## config.mk

```make
export PLATFORM = sky130hd
export DESIGN_NAME = square_wave_sound_channel
export DESIGN_NICKNAME = d
export VERILOG_FILES = /design/src/hw/rtl/sqw_pkg.sv /design/src/hw/rtl/square_wave_sound_channel.sv /design/src/hw/rtl/sqw_front.sv /design/src/hw/rtl/sqw_queue.sv /design/src/hw/rtl/sqw_back.sv
export SDC_FILE = /design/constraint.sdc
export NUM_CORES = 1
export LEC_CHECK = 0
export CORE_ASPECT_RATIO = 1.4
export CORE_MARGIN = 4
export CORE_UTILIZATION = 65
export CTS_BUF_LIST = sky130_fd_sc_hd__clkbuf_4 sky130_fd_sc_hd__clkbuf_8
export CTS_CLUSTER_SIZE = 25
export DETAILED_ROUTE_END_ITERATION = 10
export DONT_BUFFER_PORTS = 1
export GPL_ROUTABILITY_DRIVEN = 0
export HOLD_SLACK_MARGIN = 0.1
export PLACE_DENSITY = 0.81
export SLEW_MARGIN = 15
export SYNTH_ARGS = -nofsm -noshare
export SYNTH_HDL_FRONTEND = slang
export SYNTH_SLANG_ARGS = --single-unit
```

## constraint.sdc

```tcl
create_clock -name clk_i -period 8.9 [get_ports clk_i]
set_input_delay 1.335 -clock clk_i [delete_from_list [all_inputs] [get_ports clk_i]]
set_output_delay 1.335 -clock clk_i [all_outputs]
set_load 0.1 [all_outputs]
```

## src/hw/rtl/sqw_pkg.sv

```systemverilog
// Shared types, codes and constants of the square-wave sound channel.
package sqw_pkg;

  localparam int unsigned KIND_W      = 3;
  localparam int unsigned OFF_W       = 3;
  localparam int unsigned DATA_W      = 8;
  localparam int unsigned CYC_W       = 8;
  localparam int unsigned SAMPLE_W    = 4;
  localparam int unsigned CFG_IDX_W   = 1;
  localparam int unsigned CFG_DATA_W  = 32;
  localparam int unsigned PERIOD_W    = 11;
  localparam int unsigned PC_W        = 16;

  // Longest advance that one beat may request.
  localparam int unsigned MAX_STEP_CYCLES = 255;

  // Queue between the front and the back.
  localparam int unsigned QUEUE_DEPTH = 2;
  localparam int unsigned QPTR_W      = $clog2(QUEUE_DEPTH);
  localparam int unsigned QCNT_W      = $clog2(QUEUE_DEPTH + 1);

  // Register reset values and field masks.
  localparam logic               HAS_SWEEP_RST   = 1'b1;
  localparam logic [CFG_DATA_W-1:0] DUTY_RST     = 32'd2122809601;
  localparam logic [DATA_W-1:0]  ENV_ACTIVE_MASK = 8'b1111_1000;
  localparam logic [DATA_W-1:0]  LEN_RD_MASK     = 8'b1100_0000;
  localparam logic [DATA_W-1:0]  HIGH_RD_MASK    = 8'b0100_0000;
  localparam logic [PERIOD_W:0]  PERIOD_MAX      = 12'h7FF;
  localparam logic [PERIOD_W:0]  PERIOD_SPAN     = 12'd2048;

  typedef enum logic [KIND_W-1:0] {
    KIND_WRITE   = 3'd0,
    KIND_READ    = 3'd1,
    KIND_ADVANCE = 3'd2,
    KIND_ENV     = 3'd3,
    KIND_LEN     = 3'd4,
    KIND_SWEEP   = 3'd5
  } kind_e;

  typedef enum logic [2:0] {
    OP_NONE    = 3'd0,
    OP_WRITE   = 3'd1,
    OP_READ    = 3'd2,
    OP_ADVANCE = 3'd3,
    OP_ENV     = 3'd4,
    OP_LEN     = 3'd5,
    OP_SWEEP   = 3'd6
  } op_e;

  typedef enum logic [OFF_W-1:0] {
    OFF_SWEEP  = 3'd0,
    OFF_LENGTH = 3'd1,
    OFF_VOLUME = 3'd2,
    OFF_LOW    = 3'd3,
    OFF_HIGH   = 3'd4
  } off_e;

  typedef enum logic [CFG_IDX_W-1:0] {
    CFG_HAS_SWEEP = 1'd0,
    CFG_DUTY      = 1'd1
  } cfg_idx_e;

  // One classified item as it waits in the queue.
  typedef struct packed {
    op_e               op;
    logic [OFF_W-1:0]  reg_offset;
    logic [DATA_W-1:0] write_data;
    logic [CYC_W-1:0]  cycles;
  } item_t;

  // Queue occupancy seen by its neighbours.
  typedef struct packed {
    logic full;
    logic empty;
  } q_status_t;

endpackage

```

## src/hw/rtl/square_wave_sound_channel.sv

```systemverilog
// Top level of the square-wave sound channel.
//
//  Channel  Direction  Handshake             Payload
//  in       input      in_valid_i/in_stall_o   kind, reg_offset, write_data, cycles
//  out      output     out_valid_o/out_stall_i read_data, handled, sample, channel_on
//  cfg      input      cfg_we_i                cfg_idx_i, cfg_data_i
//
// One event is accepted per cycle while the queue is not full; results are registered.
// The back end executes each event on the channel state registers.
// A two-entry queue lets the input keep flowing for two beats while the output stalls.
// Reset is asynchronous and active low; it clears all channel state and the queue.
module square_wave_sound_channel (
  input  logic                           clk_i,
  input  logic                           rst_ni,
  input  logic                           in_valid_i,
  output logic                           in_stall_o,
  input  logic [sqw_pkg::KIND_W-1:0]     in_kind_i,
  input  logic [sqw_pkg::OFF_W-1:0]      in_reg_offset_i,
  input  logic [sqw_pkg::DATA_W-1:0]     in_write_data_i,
  input  logic [sqw_pkg::CYC_W-1:0]      in_cycles_i,
  output logic                           out_valid_o,
  input  logic                           out_stall_i,
  output logic [sqw_pkg::DATA_W-1:0]     out_read_data_o,
  output logic                           out_handled_o,
  output logic [sqw_pkg::SAMPLE_W-1:0]   out_sample_o,
  output logic                           out_channel_on_o,
  input  logic                           cfg_we_i,
  input  logic [sqw_pkg::CFG_IDX_W-1:0]  cfg_idx_i,
  input  logic [sqw_pkg::CFG_DATA_W-1:0] cfg_data_i
);
  import sqw_pkg::*;

  logic      push;
  logic      pop;
  item_t     item_in;
  item_t     item_out;
  q_status_t q_status;

  // Classify incoming events.
  sqw_front u_front (
    .in_valid_i      (in_valid_i),
    .in_stall_o      (in_stall_o),
    .in_kind_i       (in_kind_i),
    .in_reg_offset_i (in_reg_offset_i),
    .in_write_data_i (in_write_data_i),
    .in_cycles_i     (in_cycles_i),
    .q_status_i      (q_status),
    .push_o          (push),
    .item_o          (item_in)
  );

  // Decoupling queue.
  sqw_queue u_queue (
    .clk_i    (clk_i),
    .rst_ni   (rst_ni),
    .push_i   (push),
    .item_i   (item_in),
    .pop_i    (pop),
    .item_o   (item_out),
    .status_o (q_status)
  );

  // Execute events and hold results.
  sqw_back u_back (
    .clk_i            (clk_i),
    .rst_ni           (rst_ni),
    .cfg_we_i         (cfg_we_i),
    .cfg_idx_i        (cfg_idx_i),
    .cfg_data_i       (cfg_data_i),
    .item_i           (item_out),
    .q_status_i       (q_status),
    .pop_o            (pop),
    .out_valid_o      (out_valid_o),
    .out_stall_i      (out_stall_i),
    .out_read_data_o  (out_read_data_o),
    .out_handled_o    (out_handled_o),
    .out_sample_o     (out_sample_o),
    .out_channel_on_o (out_channel_on_o)
  );

endmodule

```

## src/hw/rtl/sqw_front.sv

```systemverilog
// Front end: accepts input beats, classifies the event and clamps the cycle count.
module sqw_front (
  input  logic                        in_valid_i,
  output logic                        in_stall_o,
  input  logic [sqw_pkg::KIND_W-1:0]  in_kind_i,
  input  logic [sqw_pkg::OFF_W-1:0]   in_reg_offset_i,
  input  logic [sqw_pkg::DATA_W-1:0]  in_write_data_i,
  input  logic [sqw_pkg::CYC_W-1:0]   in_cycles_i,
  input  sqw_pkg::q_status_t          q_status_i,
  output logic                        push_o,
  output sqw_pkg::item_t              item_o
);
  import sqw_pkg::*;

  op_e              op;
  logic [CYC_W-1:0] cyc;

  // Map the event kind onto an operation; unknown kinds become no-ops.
  always_comb begin
    case (in_kind_i)
      KIND_WRITE:   op = OP_WRITE;
      KIND_READ:    op = OP_READ;
      KIND_ADVANCE: op = OP_ADVANCE;
      KIND_ENV:     op = OP_ENV;
      KIND_LEN:     op = OP_LEN;
      KIND_SWEEP:   op = OP_SWEEP;
      default:      op = OP_NONE;
    endcase
  end

  // Limit the advance to the longest step allowed.
  always_comb begin
    if (int'(in_cycles_i) > int'(MAX_STEP_CYCLES)) begin
      cyc = CYC_W'(MAX_STEP_CYCLES);
    end else begin
      cyc = in_cycles_i;
    end
  end

  assign in_stall_o = q_status_i.full;
  assign push_o     = in_valid_i && !q_status_i.full;

  assign item_o.op         = op;
  assign item_o.reg_offset = in_reg_offset_i;
  assign item_o.write_data = in_write_data_i;
  assign item_o.cycles     = cyc;

endmodule

```

## src/hw/rtl/sqw_queue.sv

```systemverilog
// Short queue that decouples the front end from the execution back end.
module sqw_queue (
  input  logic                clk_i,
  input  logic                rst_ni,
  input  logic                push_i,
  input  sqw_pkg::item_t      item_i,
  input  logic                pop_i,
  output sqw_pkg::item_t      item_o,
  output sqw_pkg::q_status_t  status_o
);
  import sqw_pkg::*;

  item_t             mem_q [QUEUE_DEPTH];
  logic [QPTR_W-1:0] wr_ptr_q, wr_ptr_d;
  logic [QPTR_W-1:0] rd_ptr_q, rd_ptr_d;
  logic [QCNT_W-1:0] cnt_q, cnt_d;

  // Pointer and fill count updates.
  always_comb begin
    wr_ptr_d = wr_ptr_q;
    rd_ptr_d = rd_ptr_q;
    cnt_d    = cnt_q;
    if (push_i) begin
      wr_ptr_d = (wr_ptr_q == QPTR_W'(QUEUE_DEPTH - 1)) ? '0 : wr_ptr_q + 1'b1;
    end
    if (pop_i) begin
      rd_ptr_d = (rd_ptr_q == QPTR_W'(QUEUE_DEPTH - 1)) ? '0 : rd_ptr_q + 1'b1;
    end
    if (push_i && !pop_i) begin
      cnt_d = cnt_q + 1'b1;
    end else if (pop_i && !push_i) begin
      cnt_d = cnt_q - 1'b1;
    end
  end

  always_ff @(posedge clk_i or negedge rst_ni) begin
    if (!rst_ni) begin
      wr_ptr_q <= '0;
      rd_ptr_q <= '0;
      cnt_q    <= '0;
    end else begin
      wr_ptr_q <= wr_ptr_d;
      rd_ptr_q <= rd_ptr_d;
      cnt_q    <= cnt_d;
    end
  end

  // Entry storage needs no reset.
  always_ff @(posedge clk_i) begin
    if (push_i) begin
      mem_q[wr_ptr_q] <= item_i;
    end
  end

  assign item_o         = mem_q[rd_ptr_q];
  assign status_o.full  = (cnt_q == QCNT_W'(QUEUE_DEPTH));
  assign status_o.empty = (cnt_q == '0);

endmodule

```

## src/hw/rtl/sqw_back.sv

```systemverilog
// Back end: holds state, executes one event per cycle unless stalled, registers the result.
module sqw_back (
  input  logic                           clk_i,
  input  logic                           rst_ni,
  input  logic                           cfg_we_i,
  input  logic [sqw_pkg::CFG_IDX_W-1:0]  cfg_idx_i,
  input  logic [sqw_pkg::CFG_DATA_W-1:0] cfg_data_i,
  input  sqw_pkg::item_t                 item_i,
  input  sqw_pkg::q_status_t             q_status_i,
  output logic                           pop_o,
  output logic                           out_valid_o,
  input  logic                           out_stall_i,
  output logic [sqw_pkg::DATA_W-1:0]     out_read_data_o,
  output logic                           out_handled_o,
  output logic [sqw_pkg::SAMPLE_W-1:0]   out_sample_o,
  output logic                           out_channel_on_o
);
  import sqw_pkg::*;

  // Configuration registers.
  logic                  has_sweep_q;
  logic [CFG_DATA_W-1:0] duty_q;

  // Register bytes.
  logic [DATA_W-1:0] sweep_reg_q, sweep_reg_d;
  logic [DATA_W-1:0] len_reg_q, len_reg_d;
  logic [DATA_W-1:0] vol_reg_q, vol_reg_d;
  logic [DATA_W-1:0] low_reg_q, low_reg_d;
  logic [DATA_W-1:0] high_reg_q, high_reg_d;

  // Running state.
  logic                   enabled_q, enabled_d;
  logic [2:0]             duty_pos_q, duty_pos_d;
  logic signed [PC_W-1:0] pc_q, pc_d;
  logic [5:0]             len_cnt_q, len_cnt_d;
  logic [3:0]             env_cnt_q, env_cnt_d;
  logic [3:0]             volume_q, volume_d;
  logic                   vol_chg_q, vol_chg_d;
  logic [3:0]             sweep_cnt_q, sweep_cnt_d;
  logic [2:0]             sweep_pace_q, sweep_pace_d;

  // Result register.
  logic                out_valid_q, out_valid_d;
  logic [DATA_W-1:0]   rd_q, rd_d;
  logic                hd_q, hd_d;
  logic [SAMPLE_W-1:0] smp_q, smp_d;
  logic                on_q, on_d;

  // Working values.
  logic                    pop;
  logic [PERIOD_W-1:0]     period;
  logic [PERIOD_W-1:0]     sweep_delta;
  logic [PERIOD_W:0]       sweep_next;
  logic signed [PC_W+1:0]  adv_c;
  logic signed [PC_W+1:0]  adv_reload;
  logic [3:0]              env_inc;
  logic [3:0]              env_pace;
  logic [3:0]              sweep_inc;
  logic [4:0]              duty_idx;

  assign pop   = !q_status_i.empty && (!out_valid_q || !out_stall_i);
  assign pop_o = pop;

  assign period      = {high_reg_q[2:0], low_reg_q};
  assign sweep_delta = period >> sweep_reg_q[2:0];
  assign sweep_next  = sweep_reg_q[3] ? ({1'b0, period} - {1'b0, sweep_delta})
                                      : ({1'b0, period} + {1'b0, sweep_delta});
  assign adv_c       = (PC_W+2)'(pc_q) - $signed({2'b00, (PC_W-CYC_W)'(0), item_i.cycles});
  assign adv_reload  = $signed((PC_W+2)'({PERIOD_SPAN - {1'b0, period}, 2'b00}));
  assign env_inc     = env_cnt_q + 1'b1;
  assign env_pace    = {1'b0, vol_reg_q[2:0]};
  assign sweep_inc   = sweep_cnt_q + 1'b1;

  // Event execution.
  always_comb begin
    logic signed [PC_W+1:0] c;
    sweep_reg_d  = sweep_reg_q;
    len_reg_d    = len_reg_q;
    vol_reg_d    = vol_reg_q;
    low_reg_d    = low_reg_q;
    high_reg_d   = high_reg_q;
    enabled_d    = enabled_q;
    duty_pos_d   = duty_pos_q;
    pc_d         = pc_q;
    len_cnt_d    = len_cnt_q;
    env_cnt_d    = env_cnt_q;
    volume_d     = volume_q;
    vol_chg_d    = vol_chg_q;
    sweep_cnt_d  = sweep_cnt_q;
    sweep_pace_d = sweep_pace_q;
    rd_d         = '0;
    hd_d         = 1'b0;
    c            = adv_c;

    case (item_i.op)
      OP_WRITE: begin
        case (item_i.reg_offset)
          OFF_SWEEP: begin
            if (has_sweep_q) begin
              sweep_reg_d = item_i.write_data;
              if (item_i.write_data[6:4] == 3'd0 || sweep_pace_q == 3'd0) begin
                sweep_pace_d = item_i.write_data[6:4];
              end
              hd_d = 1'b1;
            end
          end
          OFF_LENGTH: begin
            len_reg_d = item_i.write_data;
            len_cnt_d = item_i.write_data[5:0];
            hd_d      = 1'b1;
          end
          OFF_VOLUME: vol_reg_d = item_i.write_data;
          OFF_LOW:    low_reg_d = item_i.write_data;
          OFF_HIGH: begin
            high_reg_d = item_i.write_data;
            hd_d       = 1'b1;
            // Trigger: restart the tone with the newly written period.
            if (item_i.write_data[7]) begin
              enabled_d  = 1'b1;
              duty_pos_d = '0;
              pc_d       = $signed(PC_W'({item_i.write_data[2:0], low_reg_q}));
              volume_d   = vol_reg_q[7:4];
              vol_chg_d  = 1'b1;
              len_cnt_d  = len_reg_q[5:0];
              if (has_sweep_q) begin
                sweep_pace_d = sweep_reg_q[6:4];
              end
            end
          end
          default: ;
        endcase
      end
      OP_READ: begin
        case (item_i.reg_offset)
          OFF_SWEEP:  rd_d = sweep_reg_q;
          OFF_LENGTH: begin
            rd_d = len_reg_q & LEN_RD_MASK;
            hd_d = 1'b1;
          end
          OFF_VOLUME: rd_d = vol_reg_q;
          OFF_LOW:    rd_d = low_reg_q;
          OFF_HIGH: begin
            rd_d = high_reg_q & HIGH_RD_MASK;
            hd_d = 1'b1;
          end
          default: ;
        endcase
      end
      OP_ADVANCE: begin
        if (enabled_q) begin
          if (adv_c <= 0) begin
            c          = adv_c + adv_reload;
            duty_pos_d = duty_pos_q + 1'b1;
          end
          if (c > (PC_W+2)'(32767)) begin
            pc_d = 16'sh7FFF;
          end else if (c < -(PC_W+2)'(32768)) begin
            pc_d = 16'sh8000;
          end else begin
            pc_d = c[PC_W-1:0];
          end
        end
      end
      OP_ENV: begin
        if ((vol_reg_q & ENV_ACTIVE_MASK) == '0) begin
          enabled_d = 1'b0;
        end else if (env_inc < env_pace) begin
          env_cnt_d = env_inc;
        end else if (env_pace == '0 || !vol_chg_q) begin
          env_cnt_d = '0;
        end else begin
          env_cnt_d = env_inc - env_pace;
          if (vol_reg_q[3]) begin
            if (volume_q == 4'hF) begin
              vol_chg_d = 1'b0;
            end else begin
              volume_d = volume_q + 1'b1;
            end
          end else begin
            if (volume_q == 4'h0) begin
              vol_chg_d = 1'b0;
            end else begin
              volume_d = volume_q - 1'b1;
            end
          end
        end
      end
      OP_LEN: begin
        if (high_reg_q[6]) begin
          if (len_cnt_q == 6'd63) begin
            len_cnt_d = '0;
            enabled_d = 1'b0;
          end else begin
            len_cnt_d = len_cnt_q + 1'b1;
          end
        end
      end
      OP_SWEEP: begin
        if (has_sweep_q) begin
          if (sweep_reg_q[2:0] == 3'd0 && sweep_pace_q == 3'd0) begin
            sweep_cnt_d = '0;
          end else if (sweep_inc < {1'b0, sweep_pace_q}) begin
            sweep_cnt_d = sweep_inc;
          end else begin
            sweep_pace_d = sweep_reg_q[6:4];
            sweep_cnt_d  = '0;
            if (sweep_next > PERIOD_MAX) begin
              enabled_d = 1'b0;
            end else begin
              high_reg_d = {high_reg_q[7:3], sweep_next[10:8]};
              low_reg_d  = sweep_next[7:0];
            end
          end
        end
      end
      default: ;
    endcase
  end

  // Sample from the state after the event.
  assign duty_idx = {len_reg_d[7:6], duty_pos_d};
  assign smp_d    = (enabled_d && duty_q[duty_idx]) ? volume_d : '0;
  assign on_d     = enabled_d;

  // Result register is loaded on a pop and emptied when its beat is taken.
  always_comb begin
    out_valid_d = out_valid_q;
    if (pop) begin
      out_valid_d = 1'b1;
    end else if (!out_stall_i) begin
      out_valid_d = 1'b0;
    end
  end

  // Configuration writes.
  always_ff @(posedge clk_i or negedge rst_ni) begin
    if (!rst_ni) begin
      has_sweep_q <= HAS_SWEEP_RST;
      duty_q      <= DUTY_RST;
    end else if (cfg_we_i) begin
      case (cfg_idx_i)
        CFG_HAS_SWEEP: has_sweep_q <= cfg_data_i[0];
        CFG_DUTY:      duty_q      <= cfg_data_i;
        default: ;
      endcase
    end
  end

  // Channel state advances on every executed event.
  always_ff @(posedge clk_i or negedge rst_ni) begin
    if (!rst_ni) begin
      sweep_reg_q  <= '0;
      len_reg_q    <= '0;
      vol_reg_q    <= '0;
      low_reg_q    <= '0;
      high_reg_q   <= '0;
      enabled_q    <= 1'b0;
      duty_pos_q   <= '0;
      pc_q         <= '0;
      len_cnt_q    <= '0;
      env_cnt_q    <= '0;
      volume_q     <= '0;
      vol_chg_q    <= 1'b0;
      sweep_cnt_q  <= '0;
      sweep_pace_q <= '0;
    end else if (pop) begin
      sweep_reg_q  <= sweep_reg_d;
      len_reg_q    <= len_reg_d;
      vol_reg_q    <= vol_reg_d;
      low_reg_q    <= low_reg_d;
      high_reg_q   <= high_reg_d;
      enabled_q    <= enabled_d;
      duty_pos_q   <= duty_pos_d;
      pc_q         <= pc_d;
      len_cnt_q    <= len_cnt_d;
      env_cnt_q    <= env_cnt_d;
      volume_q     <= volume_d;
      vol_chg_q    <= vol_chg_d;
      sweep_cnt_q  <= sweep_cnt_d;
      sweep_pace_q <= sweep_pace_d;
    end
  end

  always_ff @(posedge clk_i or negedge rst_ni) begin
    if (!rst_ni) begin
      out_valid_q <= 1'b0;
    end else begin
      out_valid_q <= out_valid_d;
    end
  end

  // Result payload needs no reset.
  always_ff @(posedge clk_i) begin
    if (pop) begin
      rd_q  <= rd_d;
      hd_q  <= hd_d;
      smp_q <= smp_d;
      on_q  <= on_d;
    end
  end

  assign out_valid_o      = out_valid_q;
  assign out_read_data_o  = rd_q;
  assign out_handled_o    = hd_q;
  assign out_sample_o     = smp_q;
  assign out_channel_on_o = on_q;

endmodule

```

==> reports/metrics.cfg <==
[final_layout]
synthToLayoutAreaGrowth_pct = 4.83
final_common_cell = nand2_1
fin_util_pct = 69.6
final_cell_mix = nand2_1, nor2_1, dfrtp_1
drive_gt1_share_pct = 11.9
diodes = 0
finalNetCount = 1305

[sta]
period_share_pct = 61.5
rsz0062_at_grt = no
final-hold-violation-count = 0
setup_tns_ns = 0
worstMarginPinSlew_ns = 1.16
worst_slew_margin_rel_pct = 22.2
clock_skew_ns = 0.0174
post-route-min-period_ns = 5.47
clock.fmax_mhz = 183
finalSetupViolCount = 0
final_max_slew_viol_count = 0

[yosys]
async_flop_share_pct = 66.7
synth_cell_types = 96
synth_seq_area_share_pct = 40.3
ys_ff_latch = 174
yosys_most_used_dff = dfrtp_1
synthCells = 1228
syn_avg_cell_area_um2 = 9.41
synth.net_count = 1337
synth_edf_count = 58
synth_area_um2 = 11600
yosys_warnings = 0

[floorplan]
fp.dieH_um = 166
start_util_pct = 66.4
core-area_um2 = 17400
io_pins = 76
num_rows = 57
fp.dieW_um = 121
dieArea_um2 = 20000

[setup_path]
cp-start-kind = register
crit_chain = mux2i_1, mux2i_1, and2_1, a31oi_1, ha_1, nor2_1, a21oi_1, inv_1, ha_1, nor2b_1, o31ai_1, a21oi_1, o21a_1, nand3_1, a32oi_1, xnor2_1, o21ai_0, nand2_1, a21oi_1, mux2_2
cp-end-kind = register
rrSetupSlack_ns = 3.43
worst_path_most_repeated_cell = a21oi_1
critPathSlowestCell = dfrtp_1
rr_endpoint = u_back.low_reg_q[3]
reg2reg_from = u_back.sweep_reg_q[0]
cpPeakStageDelay_ns = 0.91
cp.required_ns = 9.24
critPathKind = reg2reg
ff2ff_path_depth = 20
crit_fanout = 22
cp.arrival_ns = 5.81

[global_route]
grt_overflow = 0
antenna_found_initial = 0
grt_pass1_vias = 9161
grt_pass1_wl_um = 46300
grt_usage_pct = 28.8
grt_max_degree = 117

[clocking]
root_buffer = clkbuf_8
post_cts_resized = 0
clk_pin_slew_worst_paths_ns = 0.09
htreeDepth = 4
clock_path_buffers = 2
cts_sinks = 174
cts_tree = yes
cts_buffers = 17
ctsHoldBuffers = 0
cts_setup_buffers = 0
worstSkewPairLatency_ns = 0.46

[drt]
drtPass1Iterations = 6
drtAntennaViolNets = 0
drc = 0
detailroute.via_count = 9409
drt_iter0_drc = 819
wirelength_um = 28500
wire_per_inst_um = 19.8
vias_per_cell = 6.51

[hold_path]
holdPathEnd = u_back.sweep_reg_q[7]
hold_depth = 2
hp-start = u_back.sweep_reg_q[7]
holdCritPathClass = reg2reg

[placement]
dp.final_hpwl_um = 20900
port_buffers = 0

[run]
maxCapViolations = 0

[status]
status = complete, no violations

synthesized netlist by cell type, drive strengths merged (10+ instances only):
cell | number | area share, %
a211oi | 15 | 0.97
a21o | 14 | 0.91
a21oi | 95 | 4.1
a31oi | 12 | 0.65
and2 | 12 | 0.65
buf | 12 | 0.65
clkbuf | 50 | 1.6
dfrtp | 102 | 22
dfstp | 14 | 3.2
edfxtp | 58 | 15
ha | 45 | 4.9
inv | 38 | 1.2
mux2 | 50 | 4.9
mux2i | 48 | 4.2
nand2 | 122 | 4.0
nand2b | 17 | 0.92
nand3 | 32 | 1.4
nor2 | 118 | 3.9
nor2b | 12 | 0.71
nor3 | 29 | 1.3
o21a | 16 | 1.0
o21ai | 87 | 3.8
or2 | 10 | 0.54
or3 | 14 | 0.84
xnor2 | 25 | 1.9
xor2 | 26 | 2.0
critical path, delay by kind of cell (launching register included):
family          cells  cell delay (ns)
compound gates      8             2.24
flops               1             0.91
mux                 3             0.90
simple gates        5             0.55
fa+ha+maj           2             0.46
xor+xnor            1             0.20
buf+inv             1             0.07
sequential cells by signal, indices dropped and copies added, names as in the netlist, 3 cells and up:
signal and flops:
u_back.duty_q 32, u_back.duty_pos_q 3, u_back.env_cnt_q 4, u_back.out_read_data_o 8, u_back.volume_q 4, u_back.len_cnt_q 6
u_back.low_reg_q 8, u_back.pc_q 16, u_back.vol_reg_q 8, u_back.sweep_reg_q 8, u_back.out_sample_o 4, u_back.sweep_pace_q 3
u_queue.mem_q 44, u_back.len_reg_q 8, u_back.high_reg_q 4, u_back.sweep_cnt_q 4
cell families (layout without fill, tap and decap cells):
family | Yosys count | count (layout) | synth area share, %
and+or+nand+nor | 417 | 417 | 17.7
DFF | 174 | 174 | 40.3
muxes | 102 | 102 | 9.84
AOI/OAI and AO/OA | 334 | 334 | 19.2
buffers and inverters | 101 | 82 | 3.54
adders and majority gates | 49 | 49 | 5.56
xor gates and xnor gates | 51 | 51 | 3.86
worst max-delay path by stage:
stage | depth (start not counted) | slack, ns | to | from
finish | 20 | 3.43 | u_back.low_reg_q[3] | u_back.sweep_reg_q[0]
global route | 20 | 2.89 | u_back.low_reg_q[3] | u_back.sweep_reg_q[1]
CTS | 16 | 3.48 | u_back.out_sample_o[2] | u_queue.rd_ptr_q
detailed placement | 16 | 3.51 | u_back.out_sample_o[2] | u_queue.rd_ptr_q
global placement | 16 | 3.67 | u_back.out_sample_o[2] | u_queue.rd_ptr_q
floorplan | 24 | 3.02 | u_back.pc_q[5] | u_queue.rd_ptr_q
metal layers:
metal,vias to the layer above,GRT usage [%],routed length (um)
li1,4454,-,-
met1,4500,35.2,11200
met2,374,49.8,14400
met3,81,5.59,1800
met4,0,11.5,1110
met5,-,0,0
stage by stage:
stage | worst slack [ns] | cells | cell area (um^2) | hold slack [ns]
2_1_floorplan | 3.02 | 1228 | 11600 | 0.445
3_3_place_gp | 3.67 | 1413 | 11700 | 0.462
3_5_place_dp | 3.51 | 1413 | 11700 | 0.473
4_1_cts | 3.48 | 1445 | 12100 | 0.493
5_1_grt | 2.89 | 1445 | 12100 | 0.515
6_report | 3.43 | 1445 | 12100 | 0.486
cell type report:
cell class	count	area, um^2
sequential	174	4660
clock inverter	13	173
tap	236	295
multi-input combinational	953	6500
inverter	39	146
timing repair buffer	11	82.6
fill	1370	5280
clock buffer	19	255
Power is not shown: default switching activity piles up to over one toggle a cycle in this logic, so the estimate is an artifact.
